File: src/rtl/hpt_pkg.sv
// Shared types, codes and helpers for the homogeneous point transform.
// No dependencies.
package hpt_pkg;

   localparam int ACC_W     = 51;   // row result width, sign included
   localparam int NUM_W     = 67;   // dividend magnitude, |a| shifted by 16
   localparam int DSH_W     = 84;   // divisor magnitude shifted by 33
   localparam int DIV_STEPS = 34;   // quotient bits; values beyond the Q16.16 limits saturate
   localparam int Q_DEPTH   = 4;

   localparam logic signed [31:0] ONE_Q16 = 32'sh0001_0000;
   localparam logic signed [31:0] MAX_Q16 = 32'sh7fff_ffff;
   localparam logic signed [31:0] MIN_Q16 = 32'sh8000_0000;

   localparam logic [1:0] REQ_WRITE = 2'd0;
   localparam logic [1:0] REQ_POINT = 2'd1;
   localparam logic [1:0] REQ_DIR   = 2'd2;

   typedef enum logic [1:0] {OP_WRITE, OP_POINT, OP_DIR} op_type;
   typedef enum logic [1:0] {DIV_IDLE, DIV_RUN, DIV_DONE} div_state_type;

   typedef struct packed {
      logic [1:0]         req_type;
      logic [3:0]         entry_index;
      logic signed [31:0] entry_value;
      logic signed [31:0] x_in;
      logic signed [31:0] y_in;
      logic signed [31:0] z_in;
   } req_payload_type;

   typedef struct packed {
      logic signed [31:0] x_out;
      logic signed [31:0] y_out;
      logic signed [31:0] z_out;
      logic               w_zero;
      logic               saturated;
   } rsp_payload_type;

   typedef struct packed {
      op_type             op;
      logic [3:0]         entry_index;
      logic signed [31:0] entry_value;
      logic signed [31:0] x_in;
      logic signed [31:0] y_in;
      logic signed [31:0] z_in;
   } item_type;

   typedef struct packed {
      op_type                   op;
      logic [2:0][ACC_W-1:0]    a;
      logic [ACC_W-1:0]         w;
   } row_type;

   typedef struct packed {
      logic busy;
      logic done;
   } div_status_type;

   // Saturate a row value to Q16.16; bit 32 is the clip flag.
   function automatic logic [32:0] clip_q16(input logic signed [ACC_W-1:0] v);
      logic [32:0] r;
      if (v > ACC_W'(MAX_Q16)) begin
         r = {1'b1, MAX_Q16};
      end else if (v < ACC_W'(MIN_Q16)) begin
         r = {1'b1, MIN_Q16};
      end else begin
         r = {1'b0, v[31:0]};
      end
      return r;
   endfunction

endpackage

File: src/rtl/hpt_div.sv
// Perspective divide: three restoring dividers sharing one divisor, one
// quotient bit per cycle, with saturation. Depends on hpt_pkg.
module hpt_div (
   input  logic                          clock,
   input  logic                          reset,
   input  logic                          start,
   input  logic [2:0][hpt_pkg::ACC_W-1:0] a,
   input  logic [hpt_pkg::ACC_W-1:0]      w,
   input  logic                          res_take,
   output hpt_pkg::div_status_type       status,
   output hpt_pkg::rsp_payload_type      result
);
   localparam int NW = hpt_pkg::NUM_W;
   localparam int DW = hpt_pkg::DSH_W;
   localparam int QW = hpt_pkg::DIV_STEPS;
   localparam int CW = $clog2(hpt_pkg::DIV_STEPS);

   hpt_pkg::div_state_type state_ff, state_in;
   logic [CW-1:0] cnt_ff, cnt_in;
   logic [DW-1:0] dsh_ff, dsh_in;
   logic [NW-1:0] rem_ff [3];
   logic [NW-1:0] rem_in [3];
   logic [QW-1:0] q_ff [3];
   logic [QW-1:0] q_in [3];
   logic          neg_ff [3];
   logic          neg_in [3];
   logic [hpt_pkg::ACC_W-1:0] mw, ma [3];
   logic          ge [3];
   logic [32:0]   lane_res [3];
   logic          run;

   always_comb begin
      state_in = state_ff;
      case (state_ff)
         hpt_pkg::DIV_IDLE: if (start) state_in = hpt_pkg::DIV_RUN;
         hpt_pkg::DIV_RUN:  if (cnt_ff == '0) state_in = hpt_pkg::DIV_DONE;
         hpt_pkg::DIV_DONE: if (res_take) state_in = hpt_pkg::DIV_IDLE;
         default:           state_in = hpt_pkg::DIV_IDLE;
      endcase
   end

   always_comb begin
      status.busy = (state_ff == hpt_pkg::DIV_RUN);
      status.done = (state_ff == hpt_pkg::DIV_DONE);
      run         = (state_ff == hpt_pkg::DIV_RUN);
   end

   always_comb begin
      mw     = w[hpt_pkg::ACC_W-1] ? -w : w;
      dsh_in = dsh_ff;
      cnt_in = cnt_ff;
      if (start) begin
         dsh_in = {mw, 33'b0};
         cnt_in = CW'(QW - 1);
      end else if (run) begin
         dsh_in = dsh_ff >> 1;
         cnt_in = cnt_ff - 1'b1;
      end
      for (int i = 0; i < 3; i++) begin
         ma[i]     = a[i][hpt_pkg::ACC_W-1] ? -a[i] : a[i];
         ge[i]     = {(DW - NW)'(0), rem_ff[i]} >= dsh_ff;
         rem_in[i] = rem_ff[i];
         q_in[i]   = q_ff[i];
         neg_in[i] = neg_ff[i];
         if (start) begin
            rem_in[i] = {ma[i], 16'b0};
            q_in[i]   = '0;
            neg_in[i] = a[i][hpt_pkg::ACC_W-1] ^ w[hpt_pkg::ACC_W-1];
         end else if (run) begin
            rem_in[i] = ge[i] ? rem_ff[i] - dsh_ff[NW-1:0] : rem_ff[i];
            q_in[i]   = {q_ff[i][QW-2:0], ge[i]};
         end
      end
   end

   // A negative result may reach one more than the positive limit.
   always_comb begin
      for (int i = 0; i < 3; i++) begin
         if (!neg_ff[i]) begin
            if (q_ff[i] > QW'(32'h7fff_ffff)) begin
               lane_res[i] = {1'b1, hpt_pkg::MAX_Q16};
            end else begin
               lane_res[i] = {1'b0, q_ff[i][31:0]};
            end
         end else begin
            if (q_ff[i] > QW'(32'h8000_0000)) begin
               lane_res[i] = {1'b1, hpt_pkg::MIN_Q16};
            end else begin
               lane_res[i] = {1'b0, 32'(-q_ff[i])};
            end
         end
      end
      result.x_out     = lane_res[0][31:0];
      result.y_out     = lane_res[1][31:0];
      result.z_out     = lane_res[2][31:0];
      result.w_zero    = 1'b0;
      result.saturated = lane_res[0][32] | lane_res[1][32] | lane_res[2][32];
   end

   always_ff @(posedge clock) begin
      if (reset) begin
         state_ff <= hpt_pkg::DIV_IDLE;
      end else begin
         state_ff <= state_in;
      end
   end

   always_ff @(posedge clock) begin
      cnt_ff <= cnt_in;
      dsh_ff <= dsh_in;
      rem_ff <= rem_in;
      q_ff   <= q_in;
      neg_ff <= neg_in;
   end
endmodule

File: config.mk
export PLATFORM = sky130hd
export DESIGN_NAME = hpt_div
export DESIGN_NICKNAME = d
export VERILOG_FILES = /design/src/rtl/hpt_pkg.sv /design/src/rtl/hpt_div.sv
export SDC_FILE = /design/constraint.sdc
export NUM_CORES = 2
export LEC_CHECK = 0
export ABC_AREA = 1
export BUFFER_PORTS_ARGS = -buffer_cell sky130_fd_sc_hd__buf_4
export CORE_MARGIN = 1
export CORE_UTILIZATION = 33
export DETAILED_ROUTE_END_ITERATION = 16
export MAX_ROUTING_LAYER = met4
export PLACE_DENSITY = 0.52
export SYNTH_ARGS = -nofsm -noshare
export SYNTH_HDL_FRONTEND = slang
export SYNTH_SLANG_ARGS = --single-unit
File: constraint.sdc
create_clock -name clock -period 4.21 [get_ports clock]
set_input_delay 0.842 -clock clock [delete_from_list [all_inputs] [get_ports clock]]
set_output_delay 0.842 -clock clock [all_outputs]
set_load 0.01 [all_outputs]
==> key figures <==
Die
  – Placeable core region: 126,000 um2
  – Total I/O pin count: 308
  – Initial standard-cell utilization of the core: 0.333
  – Num rows: 130
  – Die Width: 358 um
  – Die ar.: 129,000 um2
  – Die Height: 358 um

Power
  – Clock network power share: 0.341
  – P per Cell Area: 291 nW/um2
  – Sequential group share of total power: 0.313
  – Largest voltage drop on the vdd net: 0.340 mV
  – Total internal power: 8.42 mW
  – Comb pwr share: 0.347
  – Leakage power: 22.8 nW
  – Total design power: 14.0 mW
  – Sw Ratio: 0.401
  – Sw Pwr: 5.63 mW

Finish
  – Share of final-layout standard cells stronger than drive strength 1: 0.0985
  – Register cell area after layout: 10,000 um2
  – Final standard cell utilization of the core: 0.383
  – Fin cells: 8,894
  – Area growth from synthesis to layout: 14.9%
  – Number of fill cells: 14,179
  – Total number of nets in the final design: 7,618
  – Multi-input logic area: 27,100 um2

Setup path
  – Critical-path maximum fanout: 13
  – Critical path data required time: 3.37 ns
  – Crit path arrival time: 3.15 ns
  – Worst Setup Path Type: reg -> out
  – Nature of the critical path startpoint: flip-flop
  – Type of destination of the critical path: output port

Placement
  – Cell total after placement: 8,793
  – Post-detailed-placement half-perimeter wirelength: 168 mm
  – Count of buffers from port buffering: 306
  – Gpl congestion: 1.03

Logic synthesis
  – Syn_area_per_cell: 6.07 um2
  – Most frequently used cell type in the post-synthesis netlist: sky130_fd_sc_hd__nand2_1
  – Ys flop type: sky130_fd_sc_hd__edfxtp_1
  – Post-synth EDFFs: 207
  – Seq cells post-synth: 398
  – Number of distinct library cells after synthesis: 55
  – Yosys warning total: 0
  – Async set-or-reset flop fraction in the synthesized netlist: 0
  – Post-synthesis sequential area ratio: 0.239
  – Number of cells produced by synthesis: 6,906
  – Post-synthesis instance area: 41,900 um2
  – Cell accounting for the most synthesized area: sky130_fd_sc_hd__nand2_1
  – Area share of the largest cell type after synthesis: 0.167
  – Most frequent cells after synthesis: 1,862 x sky130_fd_sc_hd__nand2_1, 1,068 x sky130_fd_sc_hd__inv_1, 815 x sky130_fd_sc_hd__nor2_1
  – Top cells by area, synth: sky130_fd_sc_hd__nand2_1 17%, sky130_fd_sc_hd__edfxtp_1 15%, sky130_fd_sc_hd__inv_1 9.6%
  – Synthesized Nets: 7,327

Outcome
  – Result of the run: complete, no violations

GRT
  – Overflow left after global routing: 0
  – First-pass GRT wire length: 291 mm
  – Total routing usage reported by global routing: 0.316
  – Vias in the first global route: 44,682
  – Largest net degree at the start of global routing: 134
  – Antenna violations before repair: 7

Clock network
  – Root Buffer: sky130_fd_sc_hd__clkbuf_16
  – TritonCTS sink count: 398
  – Hold buffer count at CTS: 0
  – Clock edge transition at the registers on the reported setup and hold paths: 0.06 ns
  – Deepest level of the CTS H-tree: 2
  – Buffers from clock root to sink, at most: 3
  – Clock tree from TritonCTS: done
  – Clock Latency Late Sink: 0.70 ns
  – Number of CTS-inserted buffers: 52

STA
  – Final Max Tran Viols: 0
  – Slew margin rel.: 0.457
  – Pin slew with the least headroom to its limit: 0.813 ns
  – Timing-limited maximum frequency: 251 MHz
  – Post-route clock skew: 0.0596 ns
  – Worst hold slack across all endpoints: 0.319 ns
  – Final setup vio count: 0
  – Final hold viol count: 0
  – Crit path time final: 3.99 ns
  – Part of the cycle the worst path needs: 0.947

Worst hold path
  – Worst hold-check path type: in -> reg

Drt
  – 1st-pass router iterations: 5
  – Number of vias after detailed routing: 47,343
  – Wire length after detailed routing: 204 mm
  – Average wire length per cell after detail routing: 22.9 um
  – Remaining DRCs: 0
  – Routed Antenna Nets: 0
  – Detailed-route vias per instance: 5.32
  – Initial detailed-routing violation count: 4,146

Job
  – Number of max-capacitance violations reported: 0
## placed cells by master (no fill, tap or decap), types with 9 or more instances in the layout
cell type	instances
sky130_fd_sc_hd__nor4_1	34
sky130_fd_sc_hd__o211ai_1	23
sky130_fd_sc_hd__o21bai_1	44
sky130_fd_sc_hd__dfxtp_1	191
sky130_fd_sc_hd__nor3_1	131
sky130_fd_sc_hd__edfxtp_1	207
sky130_fd_sc_hd__ha_1	210
sky130_fd_sc_hd__o21ai_2	58
sky130_fd_sc_hd__nor2_1	811
sky130_fd_sc_hd__xor2_1	129
sky130_fd_sc_hd__o22ai_1	144
sky130_fd_sc_hd__nor2_2	44
sky130_fd_sc_hd__nand2_2	27
sky130_fd_sc_hd__a21oi_1	370
sky130_fd_sc_hd__nand3b_1	39
sky130_fd_sc_hd__o31ai_1	12
sky130_fd_sc_hd__clkbuf_8	12
sky130_fd_sc_hd__o21a_1	9
sky130_fd_sc_hd__nand2_1	1855
sky130_fd_sc_hd__inv_2	27
sky130_fd_sc_hd__o21ai_1	38
sky130_fd_sc_hd__nand3_2	12
sky130_fd_sc_hd__nor2_4	12
sky130_fd_sc_hd__a21o_1	9
sky130_fd_sc_hd__clkbuf_16	54
sky130_fd_sc_hd__o22ai_2	25
sky130_fd_sc_hd__nand3_1	473
sky130_fd_sc_hd__o21ai_0	421
sky130_fd_sc_hd__clkbuf_1	10
sky130_fd_sc_hd__nand4_1	152
sky130_fd_sc_hd__buf_4	380
sky130_fd_sc_hd__o221ai_1	15
sky130_fd_sc_hd__xnor2_1	104
sky130_fd_sc_hd__inv_1	1065
## state kept, by name, indices dropped and copies added (netlist names)
register	count
q_ff	102
state_ff	2
neg_ff	3
rem_ff	201
cnt_ff	6
dsh_ff	84
## power by group through the flow
stage | clock network (mW) | logic (mW) | registers [mW]
after floorplan | 0 | 2.92 | 4.42
after global placement | 0 | 4.77 | 4.47
after detailed placement | 0 | 4.74 | 4.47
after CTS | 4.89 | 4.77 | 4.38
after global routing | 5.00 | 5.24 | 4.40
final | 4.78 | 4.87 | 4.39
## area by class of cell
class	count	share of cell area
antenna	3	0.000156
multi-input combinational	5261	0.563
timing repair buffer	388	0.0624
clock buffer	77	0.0324
clock inverter	21	0.00467
inverter	1096	0.0857
sequential	398	0.208
tap	1650	0.0429
## kinds of logic after synthesis
family                   count (synthesis)  synth area share
buffers and inverters                 1247             0.115
flip-flops                             398             0.239
AO/OA/AOI/OAI                         1182             0.164
AND/OR/NAND/NOR                       3632             0.370
XOR/XNOR                               233            0.0487
adder cells (fa/ha/maj)                213            0.0641
other                                    1         0.0000894
## worst paths after layout
check / slack (ns) / cells after the start / end / from
worst max-delay path: 0.22 / 13 / result[0] / q_ff[68]$_SDFFE_PP0P_
worst min-delay path: 0.32 / 2 / state_ff[1]$_SDFFE_PP0P_ / reset
worst max register to register: 0.39 / 15 / rem_ff[83]$_DFFE_PP_ / dsh_ff[0]$_SDFFE_PP0P_
worst min register to register: 0.46 / 2 / cnt_ff[3]$_SDFFE_PP0P_ / cnt_ff[3]$_SDFFE_PP0P_
## per-stage QoR
step                      setup TNS (ns)  setup slack [ns]  cell area (um2)
after floorplan                        0             0.699            41900
after global placement                 0             0.416            46300
after detailed placement               0             0.416            46300
final                                  0             0.222            48200
after global routing            -0.00753          -0.00753            48200
after CTS                              0            0.0644            48100
## critical path, stage by stage, from the launching register on
cell	delay, ns
sky130_fd_sc_hd__dfxtp_1	0.32
sky130_fd_sc_hd__clkinvlp_4	0.18
sky130_fd_sc_hd__ha_1	0.23
sky130_fd_sc_hd__nand3_1	0.22
sky130_fd_sc_hd__nor2_2	0.26
sky130_fd_sc_hd__nand2_1	0.11
sky130_fd_sc_hd__nor2_1	0.12
sky130_fd_sc_hd__nand2_1	0.05
sky130_fd_sc_hd__nand2_1	0.09
sky130_fd_sc_hd__buf_4	0.22
sky130_fd_sc_hd__nor2_1	0.08
sky130_fd_sc_hd__nor3_1	0.26
sky130_fd_sc_hd__o21ai_0	0.14
sky130_fd_sc_hd__buf_4	0.16
## what timing repair did
item / CTS / global route
gates resized for setup: 5 / 8
endpoints found under the setup margin: 19 / 16
buffers inserted: 0 / 0
## per-layer routing
layer / vias to the layer above / track usage / share of wire
met3: 296 / 0.0296 / 0.057
met2: 1632 / 0.511 / 0.46
met4: 0 / 0.134 / 0.049
li1: 23224 / - / -
met1: 22191 / 0.402 / 0.44
met5: - / - / 0
Note: power is estimated with default switching activity, not from simulation.
