### src/rtl/hpt_pkg.sv
// Shared types, codes and helpers for the homogeneous point transform.
// No dependencies.
package hpt_pkg;

   localparam int ACC_W     = 51;   // row result width, sign included
   localparam int NUM_W     = 67;   // dividend magnitude, |a| shifted by 16
   localparam int DSH_W     = 84;   // divisor magnitude shifted by 33
   localparam int DIV_STEPS = 34;   // quotient bits; values beyond the Q16.16 limits saturate
   localparam int Q_DEPTH   = 4;

   localparam logic signed [31:0] ONE_Q16 = 32'sh0001_0000;
   localparam logic signed [31:0] MAX_Q16 = 32'sh7fff_ffff;
   localparam logic signed [31:0] MIN_Q16 = 32'sh8000_0000;

   localparam logic [1:0] REQ_WRITE = 2'd0;
   localparam logic [1:0] REQ_POINT = 2'd1;
   localparam logic [1:0] REQ_DIR   = 2'd2;

   typedef enum logic [1:0] {OP_WRITE, OP_POINT, OP_DIR} op_type;
   typedef enum logic [1:0] {DIV_IDLE, DIV_RUN, DIV_DONE} div_state_type;

   typedef struct packed {
      logic [1:0]         req_type;
      logic [3:0]         entry_index;
      logic signed [31:0] entry_value;
      logic signed [31:0] x_in;
      logic signed [31:0] y_in;
      logic signed [31:0] z_in;
   } req_payload_type;

   typedef struct packed {
      logic signed [31:0] x_out;
      logic signed [31:0] y_out;
      logic signed [31:0] z_out;
      logic               w_zero;
      logic               saturated;
   } rsp_payload_type;

   typedef struct packed {
      op_type             op;
      logic [3:0]         entry_index;
      logic signed [31:0] entry_value;
      logic signed [31:0] x_in;
      logic signed [31:0] y_in;
      logic signed [31:0] z_in;
   } item_type;

   typedef struct packed {
      op_type                   op;
      logic [2:0][ACC_W-1:0]    a;
      logic [ACC_W-1:0]         w;
   } row_type;

   typedef struct packed {
      logic busy;
      logic done;
   } div_status_type;

   // Saturate a row value to Q16.16; bit 32 is the clip flag.
   function automatic logic [32:0] clip_q16(input logic signed [ACC_W-1:0] v);
      logic [32:0] r;
      if (v > ACC_W'(MAX_Q16)) begin
         r = {1'b1, MAX_Q16};
      end else if (v < ACC_W'(MIN_Q16)) begin
         r = {1'b1, MIN_Q16};
      end else begin
         r = {1'b0, v[31:0]};
      end
      return r;
   endfunction

endpackage

### src/rtl/hpt_front.sv
// Front end: takes request items, drops unused codes, queues the rest.
// Depends on hpt_pkg.
module hpt_front #(
   parameter int DEPTH = hpt_pkg::Q_DEPTH
) (
   input  logic                     clock,
   input  logic                     reset,
   input  logic                     req_valid,
   output logic                     req_ready,
   input  hpt_pkg::req_payload_type req_data,
   output logic                     q_valid,
   input  logic                     q_ready,
   output hpt_pkg::item_type        q_data
);
   localparam int PW = (DEPTH > 1) ? $clog2(DEPTH) : 1;
   localparam int CW = $clog2(DEPTH + 1);

   hpt_pkg::item_type slot_ff [DEPTH];
   logic [PW-1:0] wr_ff, wr_in, rd_ff, rd_in;
   logic [CW-1:0] cnt_ff, cnt_in;
   hpt_pkg::item_type item;
   logic keep, push, pop;

   always_comb begin
      item.entry_index = req_data.entry_index;
      item.entry_value = req_data.entry_value;
      item.x_in        = req_data.x_in;
      item.y_in        = req_data.y_in;
      item.z_in        = req_data.z_in;
      item.op          = hpt_pkg::OP_WRITE;
      keep             = 1'b1;
      case (req_data.req_type)
         hpt_pkg::REQ_WRITE: item.op = hpt_pkg::OP_WRITE;
         hpt_pkg::REQ_POINT: item.op = hpt_pkg::OP_POINT;
         hpt_pkg::REQ_DIR:   item.op = hpt_pkg::OP_DIR;
         default:            keep    = 1'b0;
      endcase
   end

   assign req_ready = (cnt_ff != CW'(DEPTH));
   assign push      = req_valid && req_ready && keep;
   assign q_valid   = (cnt_ff != '0);
   assign pop       = q_valid && q_ready;
   assign q_data    = slot_ff[rd_ff];

   always_comb begin
      wr_in  = wr_ff;
      rd_in  = rd_ff;
      cnt_in = cnt_ff;
      if (push) begin
         wr_in = (wr_ff == PW'(DEPTH - 1)) ? '0 : wr_ff + 1'b1;
      end
      if (pop) begin
         rd_in = (rd_ff == PW'(DEPTH - 1)) ? '0 : rd_ff + 1'b1;
      end
      if (push && !pop) begin
         cnt_in = cnt_ff + 1'b1;
      end else if (pop && !push) begin
         cnt_in = cnt_ff - 1'b1;
      end
   end

   always_ff @(posedge clock) begin
      if (reset) begin
         wr_ff  <= '0;
         rd_ff  <= '0;
         cnt_ff <= '0;
      end else begin
         wr_ff  <= wr_in;
         rd_ff  <= rd_in;
         cnt_ff <= cnt_in;
      end
   end

   always_ff @(posedge clock) begin
      if (push) begin
         slot_ff[wr_ff] <= item;
      end
   end
endmodule

### config.mk
export PLATFORM = sky130hd
export DESIGN_NAME = hpt_front
export DESIGN_NICKNAME = d
export VERILOG_FILES = /design/src/rtl/hpt_pkg.sv /design/src/rtl/hpt_front.sv
export SDC_FILE = /design/constraint.sdc
export NUM_CORES = 1
export LEC_CHECK = 0
export ABC_AREA = 1
export ABC_CLOCK_PERIOD_IN_PS = 27100
export CORE_ASPECT_RATIO = 1.25
export CORE_MARGIN = 2
export CORE_UTILIZATION = 50
export CTS_CLUSTER_DIAMETER = 40
export DETAILED_ROUTE_END_ITERATION = 8
export DONT_BUFFER_PORTS = 1
export HOLD_SLACK_MARGIN = 0.12
export MAX_ROUTING_LAYER = met4
export PLACE_DENSITY_LB_ADDON = 0.1
export REMOVE_ABC_BUFFERS = 1
export SLEW_MARGIN = 10
export SYNTH_ARGS = -nofsm -noshare
export SYNTH_HDL_FRONTEND = slang
export SYNTH_SLANG_ARGS = --single-unit
export TNS_END_PERCENT = 100
### constraint.sdc
create_clock -name clock -period 27.1 [get_ports clock]
set_input_delay 6.775 -clock clock [delete_from_list [all_inputs] [get_ports clock]]
set_output_delay 6.775 -clock clock [all_outputs]
set_load 0.005 [all_outputs]
==> results.toml, run 1 <==
[logic_synthesis]
synth.area.top_cells = "edfxtp_1, nor2_1, o21ai_0, o22ai_1, buf_6"
synthFlopType = "edfxtp_1"
synth_warnings = 0
yosysUniqueCellTypes = 21
yosysSeqAreaShare_pct = 79.7
synth_most_common_cell = "edfxtp_1"
async_flop_share_pct = 0
synth_cells = 1369
synth_top_area_share_pct = 78.9
synth_area_leader_cell = "edfxtp_1"
synth_edf_count = 536
synth_commonest_cells = "edfxtp_1, nor2_1, o21ai_0"
synth-seq-cells = 545
synth_area_sq_um = 20400
syn_avg_cell_area_sq_um = 14.9

[clock_network]
cts_tree = "built"
numClockSinks = 545
cts_root_buffer = "clkbuf_16"
cts_buffers = 58
cts_hold_buf = 0
post_cts_buffers = 0
clock_path_buffers = 3
cts_max_level = 2
clk_latency_ps = 590
clkSlewWorstSetupHoldPaths_ps = 60
cts_resized = 0

[sta]
period_share_pct = 37.4
post-route-min-period_ps = 10130
fin_skew_ps = 16.7
maxSlewViolCount = 0
relSlewSlack_pct = 25.0
finalHoldViolations = 0
setup_violations = 0
rsz0062_at_grt = "false"
fin_setup_tns_ps = 0
fmax_ghz = 0.0987
hold-worst-slack_ps = 516
worst_pin_slew_ps = 1120

[final_layout]
fillers = 3237
layout.area.seq_sq_um = 16300
multiInputGateArea_sq_um = 3480
finalInstanceArea_sq_um = 22500
diodes = 0
nNetsFinal = 1499
syn_to_final_growth_pct = 10.1
drive_above_1_share_pct = 7.58

[drt]
viasPerCell = 5.61
firstDrtPassIters = 5
wirelength_um = 43200
drt_iter0_drc = 747
via_count = 10900
drc_errors = 0
ant_nets = 0
avgRoutedWirePerCell_um = 22.2

[setup_path]
crit_arrival_ps = 3350
setup.worst_path.end_class = "output pin"
worstReg2RegStart = "cnt_ff[0]$_SDFFE_PP0P_"
worstPathRequired_ps = 20320
path_max_fanout = 106
path_class = "reg -> out"
cp_common_cell = "buf_4"
rr_worst_depth = 5
r2r-end = "slot_ff[3][123]$_DFFE_PP_"
crit_path_top_delay_cell = "buf_4"
crit_chain = "buf_4, buf_4, o21ai_0, o22ai_1"
r2r_slack_ps = 23840
slowest_delay_ps = 910
startpoint_type = "register"

[grt]
antenna_found_initial = 0
grt_overflow = 0
grt_pass1_wl_um = 64400
grt_usage_pct = 20.7
grt_pass1_vias = 10600
grt_max_degree = 162

[status]
outcome = "finished, final reports clean"

[pwr]
swShare_pct = 30.3
irDropWorstVdd_v = 0.0000551
power_density_nw_per_um2 = 98.9
clockPowerShare_pct = 33.7
p_seq_share_pct = 46.5
p_leak_nw = 7.19
p_int_mw = 1.55
p_comb_share_pct = 19.8
p_switching_uw = 674

[hold_path]
worstHoldStart = "rd_ff[1]$_SDFFE_PP0P_"
hold-path-cell-count = 2
hold_path.class = "reg -> reg"

[floorplanning]
core_area_sq_um = 40200
initial_core_util_pct = 50.7
io-pin-count = 274
fp-row-count = 82
die-area_sq_um = 42500
fp.dieH_um = 230
die_w_um = 185

[placed_design]
port_buffers = 0
place_congestion = 0.727
post-dp-hpwl_um = 22700
place_area_sq_um = 20600

[run]
cap_violations = 0
==> worst max-delay path, delay by kind of cell (launching register included) <==
family / cells / cell delay, ps
compound gates: 2 / 630
buf+inv: 2 / 1670
flops: 1 / 370
==> how the worst max path moves through the flow <==
stage,endpoint,startpoint,cells after the start,slack [ps]
final,q_data[127],register,4,16970
after global placement,slot_ff[3][19]$_DFFE_PP_,req_valid,5,17280
after CTS,q_data[105],register,4,16880
after floorplan,slot_ff[0][0]$_DFFE_PP_,req_valid,4,13740
after detailed placement,slot_ff[3][32]$_DFFE_PP_,req_valid,5,17250
after global routing,q_data[127],register,4,16630
==> metal layers <==
metal / track usage, % / vias up / wire, um
met3: 6.59 / 67 / 3630
li1: - / 5143 / -
met5: - / - / 0
met4: 6.20 / 0 / 1010
met2: 33.7 / 296 / 21100
met1: 24.9 / 5411 / 17400
==> cell families (layout without fill, tap and decap cells) <==
kind of cell    after synthesis  after routing  share of synthesized area (%)
compound gates              409            409                           10.9
fa+ha+maj                     7              7                          0.466
buf+inv                     107            137                           3.33
flops                       545            545                           79.7
simple gates                301            301                           5.60
==> cells in the final DEF, fill, tap and decap left out <==
cell type / netlist / routed
clkinv_8: 0 / 2
edfxtp_1: 536 / 536
dfxtp_1: 9 / 7
nor2_1: 284 / 280
inv_6: 0 / 4
clkbuf_16: 0 / 59
bufinv_16: 0 / 3
nor2_4: 0 / 4
dfxtp_4: 0 / 2
inv_8: 1 / 3
nand3_1: 2 / 2
clkinv_1: 0 / 10
fa_1: 1 / 1
clkbuf_1: 43 / 10
clkinv_2: 0 / 5
inv_1: 17 / 17
nand3b_1: 3 / 3
ha_1: 6 / 6
clkinv_4: 1 / 5
buf_4: 3 / 13
o21ai_1: 58 / 58
clkinvlp_4: 0 / 6
a21oi_1: 5 / 5
o21ai_0: 212 / 212
o22ai_1: 134 / 134
nand2_1: 12 / 12
==> through the flow <==
step,util (%),power [mW],setup slack (ps),instances
after global placement,51.3,1.50,17280,1840
after floorplan,-,1.36,13740,1281
final,55.9,2.22,16970,1945
after detailed placement,51.3,1.50,17250,1840
after global routing,55.9,2.33,16630,1945
after CTS,55.9,2.25,16880,1945
==> area by class of cell <==
class | count | share of cell area, %
sequential | 545 | 72.5
tap | 546 | 3.04
inverter | 19 | 0.373
clock inverter | 36 | 1.44
timing repair buffer | 13 | 0.434
clock buffer | 69 | 6.74
multi-input combinational | 717 | 15.5
==> power by group through the flow <==
stage	clock network (mW)	logic, mW	registers, mW
detailed placement	0	0.454	1.05
CTS	0.765	0.455	1.03
finish	0.749	0.440	1.03
floorplan	0	0.277	1.08
global route	0.799	0.495	1.04
global placement	0	0.448	1.05
==> sequential cells by signal, summed over array words and instances (netlist names), named ones only <==
name and flops:
wr_ff 2, cnt_ff 3, slot_ff 536, rd_ff 2
Power figures use the tool's default switching activity.
==> run 2: changes to the inputs <==
--- a/config.mk
+++ b/config.mk
@@ -5,8 +5,8 @@
 export SDC_FILE = /design/constraint.sdc
 export NUM_CORES = 1
 export LEC_CHECK = 0
-export ABC_AREA = 1
-export ABC_CLOCK_PERIOD_IN_PS = 27100
+export ABC_AREA = 0
+export ABC_CLOCK_PERIOD_IN_PS = 9200
 export CORE_ASPECT_RATIO = 1.25
 export CORE_MARGIN = 2
 export CORE_UTILIZATION = 50
==> constraint.sdc (replaced) <==
create_clock -name clock -period 9.2 [get_ports clock]
set_input_delay 2.3 -clock clock [delete_from_list [all_inputs] [get_ports clock]]
set_output_delay 2.3 -clock clock [all_outputs]
set_load 0.005 [all_outputs]
==> run 2 against run 1 <==
First-iteration DRC count shrank 45%. Global-route usage shrank 2.6 points. Register-to-register slack lost 18000 ps. Critical path type unchanged. Critical endpoint is now q_data[25]. Largest power group unchanged.
==> results.toml, run 2 <==
[status]
outcome = "finished, final reports clean"

[drt]
drc_errors = 0
firstDrtPassIters = 4
drt_iter0_drc = 414
avgRoutedWirePerCell_um = 27.3
viasPerCell = 5.85
via_count = 7778
ant_nets = 0
wirelength_um = 36300

[clock_network]
cts_max_level = 2
cts_resized = 0
clock_path_buffers = 3
post_cts_buffers = 0
clk_latency_ps = 570
numClockSinks = 545
clkSlewWorstSetupHoldPaths_ps = 60
cts_tree = "built"
cts_hold_buf = 0
cts_root_buffer = "clkbuf_16"
cts_buffers = 56

[floorplanning]
fp-row-count = 81
initial_core_util_pct = 50.5
io-pin-count = 274
core_area_sq_um = 39100
fp.dieH_um = 226
die_w_um = 182
die-area_sq_um = 41200

[setup_path]
path_max_fanout = 47
crit_chain = "buf_4, mux4_2"
path_class = "reg -> out"
crit_buf_inv = 1
crit_arrival_ps = 3130
setup.worst_path.end_class = "output pin"
slowest_delay_ps = 950
crit_path_top_delay_cell = "dfxtp_4"
worstPathRequired_ps = 6900
startpoint_type = "register"
r2r_slack_ps = 5790
critical-path-top-delay-family = "flip-flops"
rr_worst_depth = 4
crit_cells = 2

[final_layout]
syn_to_final_growth_pct = 11.9
largestRegisters = "slot_ff (536), cnt_ff (3)"
final_common_cell = "edfxtp_1"
drive_above_1_share_pct = 29.2
top_register = "slot_ff"
nNetsFinal = 931
post-route-util_pct = 56.6
mostFrequentLayoutCells = "edfxtp_1, mux4_2, clkbuf_16, clkinv_2"
largest_reg_flops = 536
diodes = 0
fillers = 2838

[grt]
grt_max_degree = 79
grt_usage_pct = 18.2
antenna_found_initial = 0
grt_overflow = 0
grt_pass1_vias = 8347
grt_pass1_wl_um = 53300

[hold_path]
hold_path.class = "reg -> reg"
hold-path-cell-count = 2

[sta]
finalHoldViolations = 0
setup_violations = 0
fin_skew_ps = 14.1
rsz0062_at_grt = "false"
period_share_pct = 59.0
fmax_ghz = 0.184
worst_pin_slew_ps = 1210
fin_setup_tns_ps = 0
post-route-min-period_ps = 5430
relSlewSlack_pct = 19.6
maxSlewViolCount = 0

[pwr]
power_density_nw_per_um2 = 275
swShare_pct = 24.1
p_seq_share_pct = 50.2
p_comb_share_pct = 13.9
irDropWorstVdd_v = 0.000165
p_switching_mw = 1.47
clockPowerShare_pct = 35.9
power_mw = 6.09
p_leak_nw = 6.75
p_int_mw = 4.62

[logic_synthesis]
synth.area.top_cells = "edfxtp_1, mux4_2, dfxtp_1, buf_2, ha_1"
synth_edf_count = 536
synth_area_sq_um = 19800
yosysUniqueCellTypes = 26
syn_avg_cell_area_sq_um = 26.3
synth_warnings = 0
synth_fa_ha_area_share_pct = 0.481
synth_compound_area_share_pct = 0.114
yosysSeqAreaShare_pct = 82.3
synthMuxAreaShare_pct = 15.5
synth_simple_gate_area_share_pct = 0.601
synth_commonest_cells = "edfxtp_1, mux4_2, buf_2"
synthFlopType = "edfxtp_1"
synth_cells = 751
synth_top_family_by_area = "multiplexers"
synth_top_area_share_pct = 81.4
synth_most_common_cell = "edfxtp_1"
async_flop_share_pct = 0
synth-seq-cells = 545
synth_area_leader_cell = "edfxtp_1"
synth-xor-area-share_pct = 0.0886

[placed_design]
place_congestion = 0.724
port_buffers = 0
post-dp-hpwl_um = 21200

[run]
cap_violations = 0
## run 2: routing by layer
| layer | track usage [%] | up-vias | part of all wire, % |
|---|---|---|---|
| met5 | - | - | 0 |
| met4 | 5.93 | 0 | 2.5 |
| met3 | 7.13 | 69 | 9.8 |
| met2 | 29.9 | 268 | 51 |
| met1 | 20.6 | 4130 | 36 |
| li1 | - | 3311 | - |
## run 2: through the flow
step / hold slack [ps] / std cells / worst slack [ps] / cell area (sq um)
finish: 499 / 1330 / 3770 / 22100
global route: 546 / 1330 / 3450 / 22100
CTS: 513 / 1330 / 3600 / 22100
detailed placement: 493 / 1226 / 4050 / 20300
global placement: 482 / 1226 / 4160 / 20300
floorplan: 456 / 719 / 710 / 19600
## run 2: cell type report
class	count	area (sq um)	share of cell area, %
timing repair buffer	9	67.6	0.305
clock buffer	61	1440	6.51
clock inverter	43	379	1.71
tap	498	623	2.82
inverter	3	11.3	0.0509
sequential	545	16300	73.6
multi-input combinational	171	3320	15.0
## run 2: worst reg2reg max path, stage by stage, from the launching register on
cell	delay, ps
dfxtp_1	430
or3b_1	230
and3_1	410
and2_4	790
buf_4	1010
## run 2: worst paths after layout
kind,start,endpoint
worst max-delay path,register,q_data[25]
worst min-delay path,rd_ff[0]$_SDFFE_PP0P_,register
worst max register to register,cnt_ff[0]$_SDFFE_PP0P_,slot_ff[2][83]$_DFFE_PP_
worst min register to register,rd_ff[0]$_SDFFE_PP0P_,register
## run 2: logic make-up after synthesis
logic type               after synthesis
flip-flops                           545
buffers and inverters                 35
adder cells (fa/ha/maj)                7
XOR/XNOR                               2
AO/OA/AOI/OAI                          4
multiplexers                         138
AND/OR/NAND/NOR                       20
## run 2: power by group through the flow
stage	clock network [mW]	registers [mW]	logic (mW)
floorplan	0	3.16	0.683
global placement	0	3.10	0.875
detailed placement	0	3.11	0.883
CTS	2.24	3.06	0.886
global route	2.34	3.08	0.915
finish	2.19	3.05	0.850
==> run 3: changes to the inputs <==
--- a/config.mk
+++ b/config.mk
@@ -6,7 +6,7 @@
 export NUM_CORES = 1
 export LEC_CHECK = 0
 export ABC_AREA = 0
-export ABC_CLOCK_PERIOD_IN_PS = 9200
+export ABC_CLOCK_PERIOD_IN_PS = 4700
 export CORE_ASPECT_RATIO = 1.25
 export CORE_MARGIN = 2
 export CORE_UTILIZATION = 50
==> constraint.sdc (replaced) <==
create_clock -name clock -period 4.7 [get_ports clock]
set_input_delay 1.175 -clock clock [delete_from_list [all_inputs] [get_ports clock]]
set_output_delay 1.175 -clock clock [all_outputs]
set_load 0.005 [all_outputs]
==> run 3 against run 2 <==
Global-route usage is 0.32 points higher. Core utilization grew 0.63 points. Via count is 0.51% higher. Critical path type unchanged. Clock skew fell by 4.3 ps. Largest cell class unchanged.
==> results.toml, run 3 (same netlist as run 2, synthesis figures left out) <==
[floorplanning]
die-area_sq_um = 41200
io-pin-count = 274
die_w_um = 182
initial_core_util_pct = 50.5
fp.dieH_um = 226
core_area_sq_um = 39100
fp-row-count = 81

[sta]
fin_skew_ps = 9.89
setup_violations = 0
worst_pin_slew_ps = 1010
fin_setup_tns_ps = 0
finalHoldViolations = 0
relSlewSlack_pct = 32.5
rsz0062_at_grt = "false"
period_share_pct = 78.3
fin_ws_ps = 1020
fmax_ghz = 0.272
post-route-min-period_ps = 3680
maxSlewViolCount = 0

[final_layout]
diodes = 0
final_common_cell = "edfxtp_1"
nNetsFinal = 938
largestRegisters = "slot_ff (536), cnt_ff (3)"
post-route-util_pct = 57.2
drive_above_1_share_pct = 29.5
top_register = "slot_ff"
largest_reg_flops = 536
syn_to_final_growth_pct = 13.1
finalInstanceArea_sq_um = 22400
mostFrequentLayoutCells = "edfxtp_1, mux4_2, clkbuf_16, clkinv_2, clkinv_1"

[pwr]
p_leak_nw = 6.86
p_comb_share_pct = 14.5
power_density_nw_per_um2 = 546
power_mw = 12.2
p_seq_share_pct = 48.5
swShare_pct = 23.5
p_switching_mw = 2.87
p_int_mw = 9.35
irDropWorstVdd_v = 0.000376
clockPowerShare_pct = 37.0

[placed_design]
place_area_sq_um = 20500
port_buffers = 0
post-dp-hpwl_um = 22000
place_congestion = 0.727
dp_slack_ps = 1440

[run]
cap_violations = 0

[setup_path]
startpoint_type = "register"
worstReg2RegStart = "cnt_ff[0]$_SDFFE_PP0P_"
r2r_slack_ps = 2080
setup.worst_path.end_class = "output pin"
r2r-end = "slot_ff[2][1]$_DFFE_PP_"
worstPathRequired_ps = 3520
path_max_fanout = 29
crit_arrival_ps = 2510
path_class = "reg -> out"
rr_worst_depth = 4

[drt]
drt_iter0_drc = 562
ant_nets = 0
drc_errors = 0
viasPerCell = 5.85
via_count = 7818
firstDrtPassIters = 4
avgRoutedWirePerCell_um = 27.4
wirelength_um = 36600

[clock_network]
cts_resized = 0
clk_latency_ps = 580
cts_buffers = 57
post_cts_buffers = 0
cts_max_level = 2
numClockSinks = 545
clkSlewWorstSetupHoldPaths_ps = 60
cts_hold_buf = 0
cts_root_buffer = "clkbuf_16"
cts_tree = "built"
clock_path_buffers = 3

[status]
outcome = "finished, final reports clean"

[grt]
grt_pass1_wl_um = 54100
grt_usage_pct = 18.5
antenna_found_initial = 0
grt_max_degree = 83
grt_overflow = 0
grt_pass1_vias = 8492

[hold_path]
worstHoldStart = "rd_ff[0]$_SDFFE_PP0P_"
hold-path-cell-count = 2
hold_path.class = "reg -> reg"
run 3: per-stage QoR:
step           std cells  hold WS, ps
6_report            1336          506
5_1_grt             1336          521
4_1_cts             1336          507
3_5_place_dp        1232          493
3_3_place_gp        1232          450
2_1_floorplan        719          456
run 3: power by group through the flow:
stage / clock [mW] / combinational (mW) / sequential [mW]
global placement: 0 / 1.81 / 6.01
finish: 4.53 / 1.77 / 5.92
floorplan: 0 / 1.34 / 6.19
CTS: 4.62 / 1.85 / 5.93
detailed placement: 0 / 1.84 / 6.03
global route: 4.82 / 1.92 / 5.96
run 3: how the worst max path moves through the flow:
| stage | slack [ps] | endpoint |
|---|---|---|
| final | 1020 | q_data[77] |
| after global routing | 770 | q_data[77] |
| after CTS | 870 | q_data[77] |
| after detailed placement | 1440 | slot_ff[2][34]$_DFFE_PP_ |
| after global placement | 1540 | slot_ff[2][54]$_DFFE_PP_ |
| after floorplan | -2660 | q_data[0] |
run 3: worst max-delay path, stage by stage (launching register included):
cell and delay (ps):
dfxtp_4 760, buf_4 530, mux4_2 600
run 3: cell type report:
cell class,instances,area [sq um]
clock buffers,64,1500
flip-flops and latches,545,16300
inverters,3,11.3
well taps,498,623
repair buffers,15,213
multi-input cells,171,3320
clock inverters,40,427
fillers,2794,16700
run 3: layer usage:
layer  part of all wire [%]  GRT usage, %  wire [um]  up-vias
li1                       -             -          -     3325
met1                     37          21.2      13500     4173
met2                     51          29.9      18700      254
met3                    9.4          7.71       3450       66
met4                    2.5          5.83        926        0
met5                      0             -          0        -
